### src/max_pool_2x2_assert.svh
// assertion macros for the 2x2 max pooling block
`ifndef MAX_POOL_2X2_ASSERT_SVH
`define MAX_POOL_2X2_ASSERT_SVH
`ifndef NO_ASSERTIONS
`define MP2_ASSERT_NOW(label, ante, cons) \
	label: assert property (@(posedge clk) disable iff (!arst_n) (ante) |-> (cons)) \
		else $error("max_pool_2x2 check failed");
`define MP2_ASSERT_NEXT(label, ante, cons) \
	label: assert property (@(posedge clk) disable iff (!arst_n) (ante) |=> (cons)) \
		else $error("max_pool_2x2 check failed");
`else
`define MP2_ASSERT_NOW(label, ante, cons)
`define MP2_ASSERT_NEXT(label, ante, cons)
`endif
`endif

### src/mp2_pkg.sv
`default_nettype none

package mp2_pkg;

	localparam int SAMPLE_BITS = 16;
	localparam int MAX_OUT_DIM = 32;
	localparam logic [6:0] ROW_SAT = 7'd127;

	// reciprocal of three, scaled by 2**14, rounded up
	localparam int DIV3_SHIFT = 14;
	localparam logic [12:0] DIV3_RECIP = 13'd5462;

	// register indexes
	localparam logic [2:0] REG_IN_COLS     = 3'd0;
	localparam logic [2:0] REG_OUT_ROWS    = 3'd1;
	localparam logic [2:0] REG_OUT_COLS    = 3'd2;
	localparam logic [2:0] REG_STRIDE_ROWS = 3'd3;
	localparam logic [2:0] REG_STRIDE_COLS = 3'd4;

	typedef struct packed {
		logic signed [SAMPLE_BITS-1:0] sample;
		logic                          end_of_tile;
	} in_item_t;

	typedef struct packed {
		logic signed [SAMPLE_BITS-1:0] pooled_value;
		logic [4:0]                    out_row;
		logic [4:0]                    out_col;
		logic                          last_of_tile;
	} out_item_t;

	typedef struct packed {
		logic [11:0] quo;
		logic [1:0]  rem;
	} div_res_t;

	// quotient and remainder by a stride of 1 to 4
	function automatic div_res_t div_stride(input logic [11:0] num, input logic [2:0] stride);
		logic [25:0] prod;
		div_res_t    res;
		prod = 26'(num) * 26'(DIV3_RECIP);
		unique case (stride)
			3'd1: begin
				res.quo = num;
				res.rem = 2'd0;
			end
			3'd2: begin
				res.quo = num >> 1;
				res.rem = {1'b0, num[0]};
			end
			3'd3: begin
				res.quo = prod[DIV3_SHIFT +: 12];
				res.rem = 2'(num - (res.quo << 1) - res.quo);
			end
			default: begin
				res.quo = num >> 2;
				res.rem = num[1:0];
			end
		endcase
		return res;
	endfunction

endpackage

`default_nettype wire

### src/max_pool_2x2.sv
// channel  | direction | handshake           | payload
// in       | input     | in_valid / in_stall   | mp2_pkg::in_item_t
// out      | output    | out_valid / out_stall | mp2_pkg::out_item_t
// config   | input     | apb write/read        | pwdata / prdata, 32 bits
//
// one item per cycle unless stalled; results go via stage one to output register
// line buffer read and write both happen on the accept edge, read data registered
// stage one holds one item; it stalls the input only while it holds a result
// and the output register is full and stalled
// reset clears counters and valid flags, loads config defaults; line buffer kept
`default_nettype none

`include "max_pool_2x2_assert.svh"

module max_pool_2x2 #(
	parameter int MAX_COLS = 64
) (
	input  wire logic               clk,
	input  wire logic               arst_n,
	input  wire logic               in_valid,
	output logic                    in_stall,
	input  wire mp2_pkg::in_item_t  in_data,
	output logic                    out_valid,
	input  wire logic               out_stall,
	output mp2_pkg::out_item_t      out_data,
	input  wire logic               psel,
	input  wire logic               penable,
	input  wire logic               pwrite,
	input  wire logic [4:0]         paddr,
	input  wire logic [31:0]        pwdata,
	output logic [31:0]             prdata,
	output logic                    pready
);

	localparam int CW  = $clog2(MAX_COLS);
	localparam int CLW = $clog2(MAX_COLS + 1);
	localparam int SB  = mp2_pkg::SAMPLE_BITS;

	logic [6:0] in_cols_q;
	logic [5:0] out_rows_q;
	logic [5:0] out_cols_q;
	logic [2:0] stride_rows_q;
	logic [2:0] stride_cols_q;

	logic [6:0]    row_count_q;
	logic [CW-1:0] col_count_q;

	logic signed [SB-1:0] row_mem [MAX_COLS];

	logic                 valid_s1;
	logic                 emit_s1;
	logic                 last_s1;
	logic [4:0]           prow_s1;
	logic [4:0]           pcol_s1;
	logic signed [SB-1:0] sample_s1;
	logic signed [SB-1:0] above_s1;

	logic signed [SB-1:0] left_q;
	logic signed [SB-1:0] left_above_q;

	mp2_pkg::out_item_t out_data_q;
	logic               out_valid_q;

	logic            accept;
	logic            advance2;
	logic            cfg_write;
	logic [CLW-1:0]  cols;
	logic [5:0]      orows;
	logic [5:0]      ocols;
	logic [2:0]      srows;
	logic [2:0]      scols;
	logic            wrap;
	logic [6:0]      cur_row;
	logic [CW-1:0]   cur_col;
	logic [6:0]      next_row;
	logic [CW-1:0]   next_col;
	mp2_pkg::div_res_t row_div;
	mp2_pkg::div_res_t col_div;
	logic            emit;
	logic            last;
	logic signed [SB-1:0] max_top;
	logic signed [SB-1:0] max_bot;
	logic signed [SB-1:0] max_all;

	// config port
	assign pready    = 1'b1;
	assign cfg_write = psel & penable & pwrite & pready;

	always_ff @(posedge clk or negedge arst_n) begin
		if (!arst_n) begin
			in_cols_q     <= 7'd32;
			out_rows_q    <= 6'd16;
			out_cols_q    <= 6'd16;
			stride_rows_q <= 3'd2;
			stride_cols_q <= 3'd2;
		end else if (cfg_write) begin
			unique case (paddr[4:2])
				mp2_pkg::REG_IN_COLS:     in_cols_q     <= pwdata[6:0];
				mp2_pkg::REG_OUT_ROWS:    out_rows_q    <= pwdata[5:0];
				mp2_pkg::REG_OUT_COLS:    out_cols_q    <= pwdata[5:0];
				mp2_pkg::REG_STRIDE_ROWS: stride_rows_q <= pwdata[2:0];
				mp2_pkg::REG_STRIDE_COLS: stride_cols_q <= pwdata[2:0];
				default: ;
			endcase
		end
	end

	always_comb begin
		unique case (paddr[4:2])
			mp2_pkg::REG_IN_COLS:     prdata = 32'(in_cols_q);
			mp2_pkg::REG_OUT_ROWS:    prdata = 32'(out_rows_q);
			mp2_pkg::REG_OUT_COLS:    prdata = 32'(out_cols_q);
			mp2_pkg::REG_STRIDE_ROWS: prdata = 32'(stride_rows_q);
			mp2_pkg::REG_STRIDE_COLS: prdata = 32'(stride_cols_q);
			default:                  prdata = 32'd0;
		endcase
	end

	// handshakes
	assign advance2 = valid_s1 & (~emit_s1 | ~out_valid_q | ~out_stall);
	assign in_stall = valid_s1 & ~advance2;
	assign accept   = in_valid & ~in_stall;

	// position of the incoming sample and window test
	always_comb begin
		if (in_cols_q < 7'd2) begin
			cols = CLW'(2);
		end else if (32'(in_cols_q) > MAX_COLS) begin
			cols = CLW'(MAX_COLS);
		end else begin
			cols = CLW'(in_cols_q);
		end
		orows = (out_rows_q > 6'(mp2_pkg::MAX_OUT_DIM)) ? 6'(mp2_pkg::MAX_OUT_DIM) : out_rows_q;
		ocols = (out_cols_q > 6'(mp2_pkg::MAX_OUT_DIM)) ? 6'(mp2_pkg::MAX_OUT_DIM) : out_cols_q;
		srows = (stride_rows_q == 3'd0) ? 3'd1 : ((stride_rows_q > 3'd4) ? 3'd4 : stride_rows_q);
		scols = (stride_cols_q == 3'd0) ? 3'd1 : ((stride_cols_q > 3'd4) ? 3'd4 : stride_cols_q);

		wrap = CLW'(col_count_q) >= cols;
		if (wrap) begin
			cur_col = '0;
			cur_row = (row_count_q == mp2_pkg::ROW_SAT) ? row_count_q : row_count_q + 7'd1;
		end else begin
			cur_col = col_count_q;
			cur_row = row_count_q;
		end

		if (CLW'(cur_col) + CLW'(1) >= cols) begin
			next_col = '0;
			next_row = (cur_row == mp2_pkg::ROW_SAT) ? cur_row : cur_row + 7'd1;
		end else begin
			next_col = cur_col + CW'(1);
			next_row = cur_row;
		end

		row_div = mp2_pkg::div_stride(12'(cur_row - 7'd1), srows);
		col_div = mp2_pkg::div_stride(12'(cur_col - CW'(1)), scols);
		emit = (cur_row != 7'd0) && (cur_col != '0) &&
			(row_div.rem == 2'd0) && (col_div.rem == 2'd0) &&
			(row_div.quo < 12'(orows)) && (col_div.quo < 12'(ocols));
		last = (row_div.quo == 12'(orows) - 12'd1) && (col_div.quo == 12'(ocols) - 12'd1);
	end

	// counters
	always_ff @(posedge clk or negedge arst_n) begin
		if (!arst_n) begin
			row_count_q <= '0;
			col_count_q <= '0;
		end else if (accept) begin
			if (in_data.end_of_tile) begin
				row_count_q <= '0;
				col_count_q <= '0;
			end else begin
				row_count_q <= next_row;
				col_count_q <= next_col;
			end
		end
	end

	// line buffer and stage one payload
	always_ff @(posedge clk) begin
		if (accept) begin
			above_s1         <= row_mem[cur_col];
			row_mem[cur_col] <= in_data.sample;
			sample_s1        <= in_data.sample;
			emit_s1          <= emit;
			last_s1          <= last;
			prow_s1          <= row_div.quo[4:0];
			pcol_s1          <= col_div.quo[4:0];
		end
	end

	always_ff @(posedge clk or negedge arst_n) begin
		if (!arst_n) begin
			valid_s1     <= 1'b0;
			left_q       <= '0;
			left_above_q <= '0;
		end else begin
			if (accept) begin
				valid_s1 <= 1'b1;
			end else if (advance2) begin
				valid_s1 <= 1'b0;
			end
			if (advance2) begin
				left_q       <= sample_s1;
				left_above_q <= above_s1;
			end
		end
	end

	// maximum of the window
	always_comb begin
		max_top = (left_above_q > above_s1) ? left_above_q : above_s1;
		max_bot = (left_q > sample_s1) ? left_q : sample_s1;
		max_all = (max_top > max_bot) ? max_top : max_bot;
	end

	always_ff @(posedge clk or negedge arst_n) begin
		if (!arst_n) begin
			out_valid_q <= 1'b0;
		end else if (advance2 && emit_s1) begin
			out_valid_q <= 1'b1;
		end else if (!out_stall) begin
			out_valid_q <= 1'b0;
		end
	end

	always_ff @(posedge clk) begin
		if (advance2 && emit_s1) begin
			out_data_q.pooled_value <= max_all;
			out_data_q.out_row      <= prow_s1;
			out_data_q.out_col      <= pcol_s1;
			out_data_q.last_of_tile <= last_s1;
		end
	end

	assign out_valid = out_valid_q;
	assign out_data  = out_data_q;

	`MP2_ASSERT_NOW(a_stall_only_when_blocked, in_stall, valid_s1 && emit_s1 && out_valid_q && out_stall)
	`MP2_ASSERT_NEXT(a_accept_fills_s1, accept, valid_s1)
	`MP2_ASSERT_NEXT(a_result_loaded, advance2 && emit_s1, out_valid_q)
	`MP2_ASSERT_NEXT(a_tile_end_clears, accept && in_data.end_of_tile, row_count_q == 7'd0 && col_count_q == '0)
	`MP2_ASSERT_NEXT(a_row_monotonic, accept && !in_data.end_of_tile, row_count_q >= $past(row_count_q))

endmodule

`default_nettype wire
### config.mk
export PLATFORM = sky130hd
export DESIGN_NAME = max_pool_2x2
export DESIGN_NICKNAME = d
export VERILOG_FILES = /design/src/mp2_pkg.sv /design/src/max_pool_2x2.sv
export VERILOG_INCLUDE_DIRS = /design/src /design/src/src
export SDC_FILE = /design/constraint.sdc
export NUM_CORES = 1
export LEC_CHECK = 0
export ABC_CLOCK_PERIOD_IN_PS = 21300
export BUFFER_PORTS_ARGS = -buffer_cell sky130_fd_sc_hd__buf_4
export CORE_ASPECT_RATIO = 0.8
export CORE_MARGIN = 5
export CORE_UTILIZATION = 50
export DETAILED_ROUTE_END_ITERATION = 16
export GPL_ROUTABILITY_DRIVEN = 0
export PLACE_DENSITY_LB_ADDON = 0.12
export SYNTH_ARGS = -nofsm -noshare
export SYNTH_HDL_FRONTEND = slang
export SYNTH_SLANG_ARGS = --single-unit
export TNS_END_PERCENT = 1
### constraint.sdc
create_clock -name clk -period 21.3 [get_ports clk]
set_clock_uncertainty 0.15 [all_clocks]
set_input_delay 1.065 -clock clk [delete_from_list [all_inputs] [get_ports clk]]
set_output_delay 1.065 -clock clk [all_outputs]
set_load 0.1 [all_outputs]
After elaboration in Yosys (flattened, before gate mapping) --
Memory sizes are Yosys's and may differ from the RTL's. A register that Yosys moved wholly into a read port is not among the register bits. Cells that the tools add are included.
Word-level totals: register bits after elaboration 127, RAM bits 1024, bits of input ports 61, output and inout port bits 62, word-level logic and storage cells 123, memories kept 1
Memories:
- row_mem | words 64, bits a word 16, read ports 1, clocked after Yosys merged registers in 1, wr ports 1, RTL line max_pool_2x2.sv:48 | logic signed [SB-1:0] row_mem [MAX_COLS];
Operators by class: add/sub/neg operators 12, multiply operators 2, magnitude comparators 13, eq/ne operators 15, muxes and demuxes 28, bitwise logic cells 12, reductions and logical operators 20
Operator list (number):
- case mux 14 bit (3 select lines) | 2
- two-way mux 7 bit | 7
- greater-than comparator 16 bit | 3
- multiplier 12 x 12 -> 24 bit, second input constant | 2
- two-way mux 16 bit | 3
- case mux 7 bit (5 select lines) | 1
- two-way mux 6 bit | 5
- equality test 12 bit | 2
- < comparator 12 x 6 -> 1 bit | 2
- subtractor 6 x 1 -> 7 bit, second input constant | 3
- equality test 3 x 2 -> 1 bit, second input constant | 6
- adder 7 x 1 -> 7 bit, second input constant | 2
- equality test 7 bit, second input constant | 2
- greater-than comparator 6 bit, second input constant | 2
- two-way mux 3 bit | 4
- AND reduction 2 bit | 5
- equality test 3 x 1 -> 1 bit, second input constant | 3
- logical NOT 3 bit | 3
- subtractor 2 bit | 4
- subtractor 7 x 1 -> 8 bit, second input constant | 1
- adder 6 x 1 -> 7 bit, second input constant | 1
- >= comparator 6 x 7 -> 1 bit | 1
- >= comparator 7 bit | 1
- greater-than comparator 7 bit, second input constant | 1
- 14 further kinds | 36

Depth between registers and ports, before layout --
Gate-level depths: netlist of the first run.
word-level depth 15, gate-level depth with buffers 44, gate-level depth less buffers 42

Least setup slack after synthesis of the first run --
Ideal clock, no wire load.
path type register to register, start register in_cols_q[2], end register emit_s1, data pin, setup time 0.133 ns, data arrival time 9.194 ns, required time 21.017 ns, slack 11.823 ns, cell stages (with the launch flop) 45, buffers on the path 3, period minus slack after synthesis 9.477 ns, cell sequence dfrtp_1 -> or4_1 -> nor2_1 -> o21ai_0 -> ha_1 -> nand2_1 -> o21a_1 -> o211ai_1 -> clkbuf_1 -> clkbuf_1 -> clkbuf_1 -> ha_1 -> nor3b_1 -> xor2_1 -> mux2_2 -> ha_1 -> ha_1 -> inv_1 -> [9 not listed] -> o22ai_1 -> o21bai_1 -> xor2_1 -> a211oi_1 -> a21oi_1 -> mux2_2 -> inv_1 -> ha_1 -> nor2b_1 -> o21ai_0 -> nand2b_1 -> a21oi_1 -> nor2b_1 -> o21ai_0 -> nand4_1 -> a221oi_1 -> and3_1 -> o2111a_1
RTL lines:
- from (decl) | RTL line max_pool_2x2.sv:39 | logic [6:0] in_cols_q;
- from (signal assigned) | RTL line max_pool_2x2.sv:98 | mp2_pkg::REG_IN_COLS: in_cols_q <= pwdata[6:0];
- to (signal assigned) | RTL line max_pool_2x2.sv:185 | emit_s1 <= emit;
- to (decl) | RTL line max_pool_2x2.sv:51 | logic emit_s1;

==> flow_metrics.env, run 1 <==
export IMPL_rsz0062_at_grt="no"
export IMPL_yosys_warnings=0
export IMPL_max_slew_margin_rel_pct=11.5
export IMPL_ys_ff_latch=1167
export IMPL_grt_pass1_vias=31400
export IMPL_wl_um=144000
export IMPL_drt_pass1_iter_count=6
export IMPL_endpoint_kind="flip-flop"
export IMPL_critPathLaunchType="flip-flop"
export IMPL_fp_dieW_um=373
export IMPL_postCtsSetupRepairBufs=0
export IMPL_dieHeight_um=300
export IMPL_clockBufferDepth=3
export IMPL_tns_ns=0
export IMPL_synthToLayoutAreaGrowth_pct=11.6
export IMPL_crit_type="flip-flop to flip-flop"
export IMPL_hold_viol=0
export IMPL_place_hpwl_um=87700
export IMPL_worstSkewPairLatency_ns=0.71
export IMPL_max_cap_viol_count=0
export IMPL_start_util_pct=50.4
export IMPL_drt_initial_drc_count=3646
export IMPL_final_common_cell="edfxtp_1"
export IMPL_setup_violations_final=0
export IMPL_whs_ns=0.206
export IMPL_grt_max_degree=83
export IMPL_layout_drive_gt1_share_pct=11.7
export IMPL_crit_start="col_count_q[0]"
export IMPL_required_ns=21.71
export IMPL_r2r_start="col_count_q[0]"
export IMPL_ys_async_sr_fraction_pct=6.17
export IMPL_num_vias=32700
export IMPL_synth_seq_area_share_pct=65.9
export IMPL_dieArea_mm2=0.112
export IMPL_crit_family="adder cells"
export IMPL_nets=4266
export IMPL_tritoncts="yes"
export IMPL_hold_path_class="input pin to asynchronous set/reset pin"
export IMPL_syn_inst=3835
export IMPL_synth_edf_count=1095
export IMPL_cts_root_buffer="clkbuf_16"
export IMPL_drv_slew=0
export IMPL_arrival_ns=12.11
export IMPL_drc=0
export IMPL_final_util_pct=56.2
export IMPL_crit_fanout=39
export IMPL_avgViaCountPerCell=5.99
export IMPL_slowest_stage="dfrtp_4"
export IMPL_slowest_delay_ns=0.90
export IMPL_fmax_ghz=0.0855
export IMPL_wl_per_cell_um=26.5
export IMPL_io_pin_count=123
export IMPL_syn_area_per_cell_um2=13.7
export IMPL_grt_pass1_wl_um=212000
export IMPL_rows=106
export IMPL_r2r_slack_ns=9.60
export IMPL_htree_levels=3
export IMPL_io_buffers=69
export IMPL_hold_buffers=0
export IMPL_fillers=8565
export IMPL_status="complete, no violations"
export IMPL_cts_buffers=112
export IMPL_groute_usage_overall_pct=25.4
export IMPL_ctsResizeCount=0
export IMPL_cts_clk_slew_worst_paths_ns=0.06
export IMPL_layout_common_cells="edfxtp_1, nand2_1, mux2i_1, o21ai_0"
export IMPL_worst_pin_slew_ns=1.32
export IMPL_synth_main_ff_cell="edfxtp_1"
export IMPL_finalCritPeriodShare_pct=54.9
export IMPL_yosysUniqueCellTypes=103
export IMPL_gr_total_overflow=0
export IMPL_core_mm2=0.105
export IMPL_antenna_found_initial=5
export IMPL_clkSinkCount=1167
export IMPL_fin_crit_ns=11.70
export IMPL_synth_area_mm2=0.0527
export IMPL_path_buf_inv=7
export IMPL_detail_route_antenna_nets=0
[stage by stage]
step,cells,worst slack (ns),instance area (um2)
2_1_floorplan,3859,11.82,52800
3_3_place_gp,5247,9.86,55200
3_5_place_dp,5247,9.84,55200
4_1_cts,5449,9.74,58800
5_1_grt,5449,9.22,58800
6_report,5450,9.60,58800
[kinds of logic after synthesis]
family / count (synthesis) / share of synthesized area, %
AO/OA/AOI/OAI: 773 / 9.72
other: 2 / 0.0143
XOR/XNOR: 57 / 0.948
multiplexers: 354 / 6.92
flip-flops: 1167 / 65.9
buffers and inverters: 401 / 3.09
AND/OR/NAND/NOR: 831 / 6.90
adder cells (fa/ha/maj): 250 / 6.56
[area by class of cell]
cell class,count,area [um2],area share [%]
Sequential cell,1167,34700,59.0
Multi-Input combinational cell,2291,16600,28.2
Clock buffer,148,3010,5.13
Tap cell,1404,1760,2.99
Timing Repair Buffer,192,1490,2.54
Inverter,193,729,1.24
Clock inverter,54,512,0.871
Antenna cell,1,2.50,0.00426
[per-layer routing]
metal | routed length, um | track usage [%]
met3 | 13000 | 5.49
met5 | 26 | 0
met2 | 62600 | 37.7
met4 | 3810 | 6.46
met1 | 65100 | 38.2
[path summary, 6_finish.rpt]
check	end	cells past startpoint
worst max-delay path	emit_s1	38
worst min-delay path	out_valid	1
worst max register to register	emit_s1	38
worst min register to register	out_data[3]	0
max in group asynchronous	col_count_q[0]	2
min in group clk	out_data[3]	0
[synth_stat cells, types with 14 or more instances]
| library cell | count | area share (%) |
|---|---|---|
| o21ai_0 | 222 | 2.1 |
| nor2b_1 | 15 | 0.18 |
| o21a_1 | 19 | 0.27 |
| a21o_1 | 24 | 0.34 |
| nor3_1 | 25 | 0.24 |
| a22oi_1 | 29 | 0.41 |
| buf_2 | 14 | 0.13 |
| a2111oi_0 | 67 | 1.1 |
| inv_1 | 186 | 1.3 |
| buf_4 | 27 | 0.38 |
| clkbuf_1 | 149 | 1.1 |
| ha_1 | 204 | 4.8 |
| mux2i_1 | 292 | 5.5 |
| nor2_1 | 214 | 1.5 |
| a221oi_1 | 57 | 0.95 |
| a211oi_1 | 14 | 0.20 |
| mux2_2 | 60 | 1.3 |
| nand2_1 | 418 | 3.0 |
| nand3_1 | 36 | 0.34 |
| xor2_1 | 24 | 0.40 |
| o22ai_1 | 52 | 0.62 |
| and3_1 | 14 | 0.17 |
| a21oi_1 | 164 | 1.6 |
| xnor2_1 | 33 | 0.55 |
| dfrtp_1 | 67 | 3.2 |
| fa_1 | 44 | 1.7 |
| edfxtp_1 | 1095 | 62 |
| nand4_1 | 24 | 0.29 |
| buf_1 | 17 | 0.12 |
[registers in the layout, summed over array words and instances (netlist names), 7 cells and up]
signal,count
left_above_q,16
out_data,27
above_s1,16
sample_s1,16
row_mem,1024
left_q,16
row_count_q,7
in_cols_q,7
Power of run 1 is not shown: default switching activity piles up to over one toggle a cycle in this logic, so the estimate is an artifact.
==> inputs of run 2 (changes only) <==
Settings changed: ABC_CLOCK_PERIOD_IN_PS 21300 to 10020.
Clock period 21.3 ns to 10.02 ns, I/O delays scaled along.
==> run 2 against run 1 <==
Net effect:
- sequential cell count stayed put
- core utilization increased by 0.39 points
- cell area up 0.70%
- clock-buffer cell count is 16 lower
- setup slack got worse by 9.1 ns
- critical path type unchanged
- largest cell class unchanged
==> flow_metrics.env, run 2 (synthesis results as in run 1) <==
export IMPL_required_ns=10.43
export IMPL_holdPathStages=3
export IMPL_worstReg2RegEnd="emit_s1"
export IMPL_worst_r2r_cell_count=41
export IMPL_groute_usage_overall_pct=25.7
export IMPL_fin_crit_ns=9.54
export IMPL_final_cells=5493
export IMPL_gr_total_overflow=0
export IMPL_fmax_ghz=0.105
export IMPL_setup_violations_final=0
export IMPL_finalCritPeriodShare_pct=95.2
export IMPL_dieHeight_um=300
export IMPL_clockBufferDepth=3
export IMPL_final_common_cell="edfxtp_1"
export IMPL_max_slew_margin_rel_pct=8.96
export IMPL_slowest_delay_ns=0.52
export IMPL_critPathLaunchType="flip-flop"
export IMPL_layout_common_cells="edfxtp_1, nand2_1, mux2i_1, o21ai_0, buf_4"
export IMPL_path_buf_inv=7
export IMPL_fillers=8401
export IMPL_nets=4300
export IMPL_whs_endpoint="stride_rows_q[1]"
export IMPL_io_pin_count=123
export IMPL_start_util_pct=50.4
export IMPL_rows=106
export IMPL_top_register="row_mem"
export IMPL_status="complete, no violations"
export IMPL_cts_root_buffer="clkbuf_16"
export IMPL_io_buffers=69
export IMPL_crit_family="adder cells"
export IMPL_fp_dieW_um=373
export IMPL_arrival_ns=9.95
export IMPL_avgViaCountPerCell=5.96
export IMPL_slowest_stage="or4_1"
export IMPL_drt_initial_drc_count=3685
export IMPL_worst_pin_slew_ns=1.33
export IMPL_hold_path_class="input pin to flip-flop"
export IMPL_core_mm2=0.105
export IMPL_largest_reg_flops=1024
export IMPL_r2r_start="in_cols_q[2]"
export IMPL_wl_per_cell_um=26.6
export IMPL_place_hpwl_um=88900
export IMPL_grt_max_degree=86
export IMPL_drt_pass1_iter_count=6
export IMPL_dieArea_mm2=0.112
export IMPL_cts_clk_slew_worst_paths_ns=0.07
export IMPL_htree_levels=3
export IMPL_drv_slew=0
export IMPL_detail_route_antenna_nets=0
export IMPL_crit_type="flip-flop to flip-flop"
export IMPL_r2r_slack_ns=0.48
export IMPL_crit_fanout=7
export IMPL_synthToLayoutAreaGrowth_pct=12.3
export IMPL_final_util_pct=56.6
export IMPL_antenna_found_initial=3
export IMPL_max_cap_viol_count=0
export IMPL_tritoncts="yes"
export IMPL_layout_drive_gt1_share_pct=12.5
export IMPL_whs_ns=0.156
export IMPL_num_vias=32700
export IMPL_grt_pass1_wl_um=214000
export IMPL_clkSinkCount=1167
export IMPL_endpoint_kind="flip-flop"
export IMPL_wl_um=146000
export IMPL_grt_pass1_vias=31200
export IMPL_path_depth=41
export IMPL_hold_start="paddr[2]"
export IMPL_drc=0
export IMPL_cts_buffers=110
export IMPL_worstSkewPairLatency_ns=0.70
export IMPL_crit_start="in_cols_q[2]"
export IMPL_dp_cells=5271
export IMPL_hold_viol=0
run 2: changes by cell type in the layout (fill, tap and decap cells not counted), moves of 5 or more:
cell           previous run  this run
clkbuf_1                 32        21
dlygate4sd3_1             0        12
clkinv_2                 13        18
clkinv_1                 22        38
buf_4                   188       209
run 2: worst reg2reg max path, delay by kind of cell, from the launching register on:
family / cells / cell delay (ns)
AOI/OAI and AO/OA: 12 / 2.30
xor gates and xnor gates: 1 / 0.21
adders and majority gates: 8 / 2.90
buffers and inverters: 7 / 0.71
DFF: 1 / 0.41
muxes: 1 / 0.41
and+or+nand+nor: 12 / 2.27
run 2: routing by layer:
layer  wire, um  global-route usage, %  vias up
met2      63300                   38.1     1403
met5          7                      0        -
met3      14600                   6.67      221
li1           -                      -    14800
met1      64700                   38.5    16300
met4       3440                   5.81        2
run 2: through the flow:
| step | area (um2) | TNS [ns] | setup WS, ns |
|---|---|---|---|
| finish | 59200 | 0 | 0.482 |
| floorplan | 52800 | 0 | 0.543 |
| CTS | 59100 | 0 | 0.163 |
| global route | 59200 | -0.0165 | -0.0165 |
| detailed placement | 55400 | 0 | 0.260 |
| global placement | 55400 | 0 | 0.439 |
run 2: how the worst max path moves through the flow:
| stage | to | slack, ns |
|---|---|---|
| after floorplan | emit_s1 | 0.54 |
| after global placement | emit_s1 | 0.44 |
| after detailed placement | emit_s1 | 0.26 |
| after CTS | emit_s1 | 0.16 |
| after global routing | emit_s1 | -0.02 |
| final | emit_s1 | 0.48 |
run 2: area by class of cell:
type | count | area (um2) | share of cell area [%]
clock buffer | 132 | 2860 | 4.83
inverter | 193 | 729 | 1.23
antenna | 2 | 5.00 | 0.00846
multi-input combinational | 2291 | 16600 | 28.1
tap | 1404 | 1760 | 2.97
sequential | 1167 | 34700 | 58.6
timing repair buffer | 228 | 1800 | 3.05
clock inverter | 76 | 689 | 1.17
run 2: timing repair:
action                                  CTS  global route
gates resized for setup                   0            17
buffers inserted                          0             0
hold buffers                             12             0
hold endpoints to repair                 64             0
endpoints found under the setup margin    0             2
Power of run 2 is left out for the same reason.
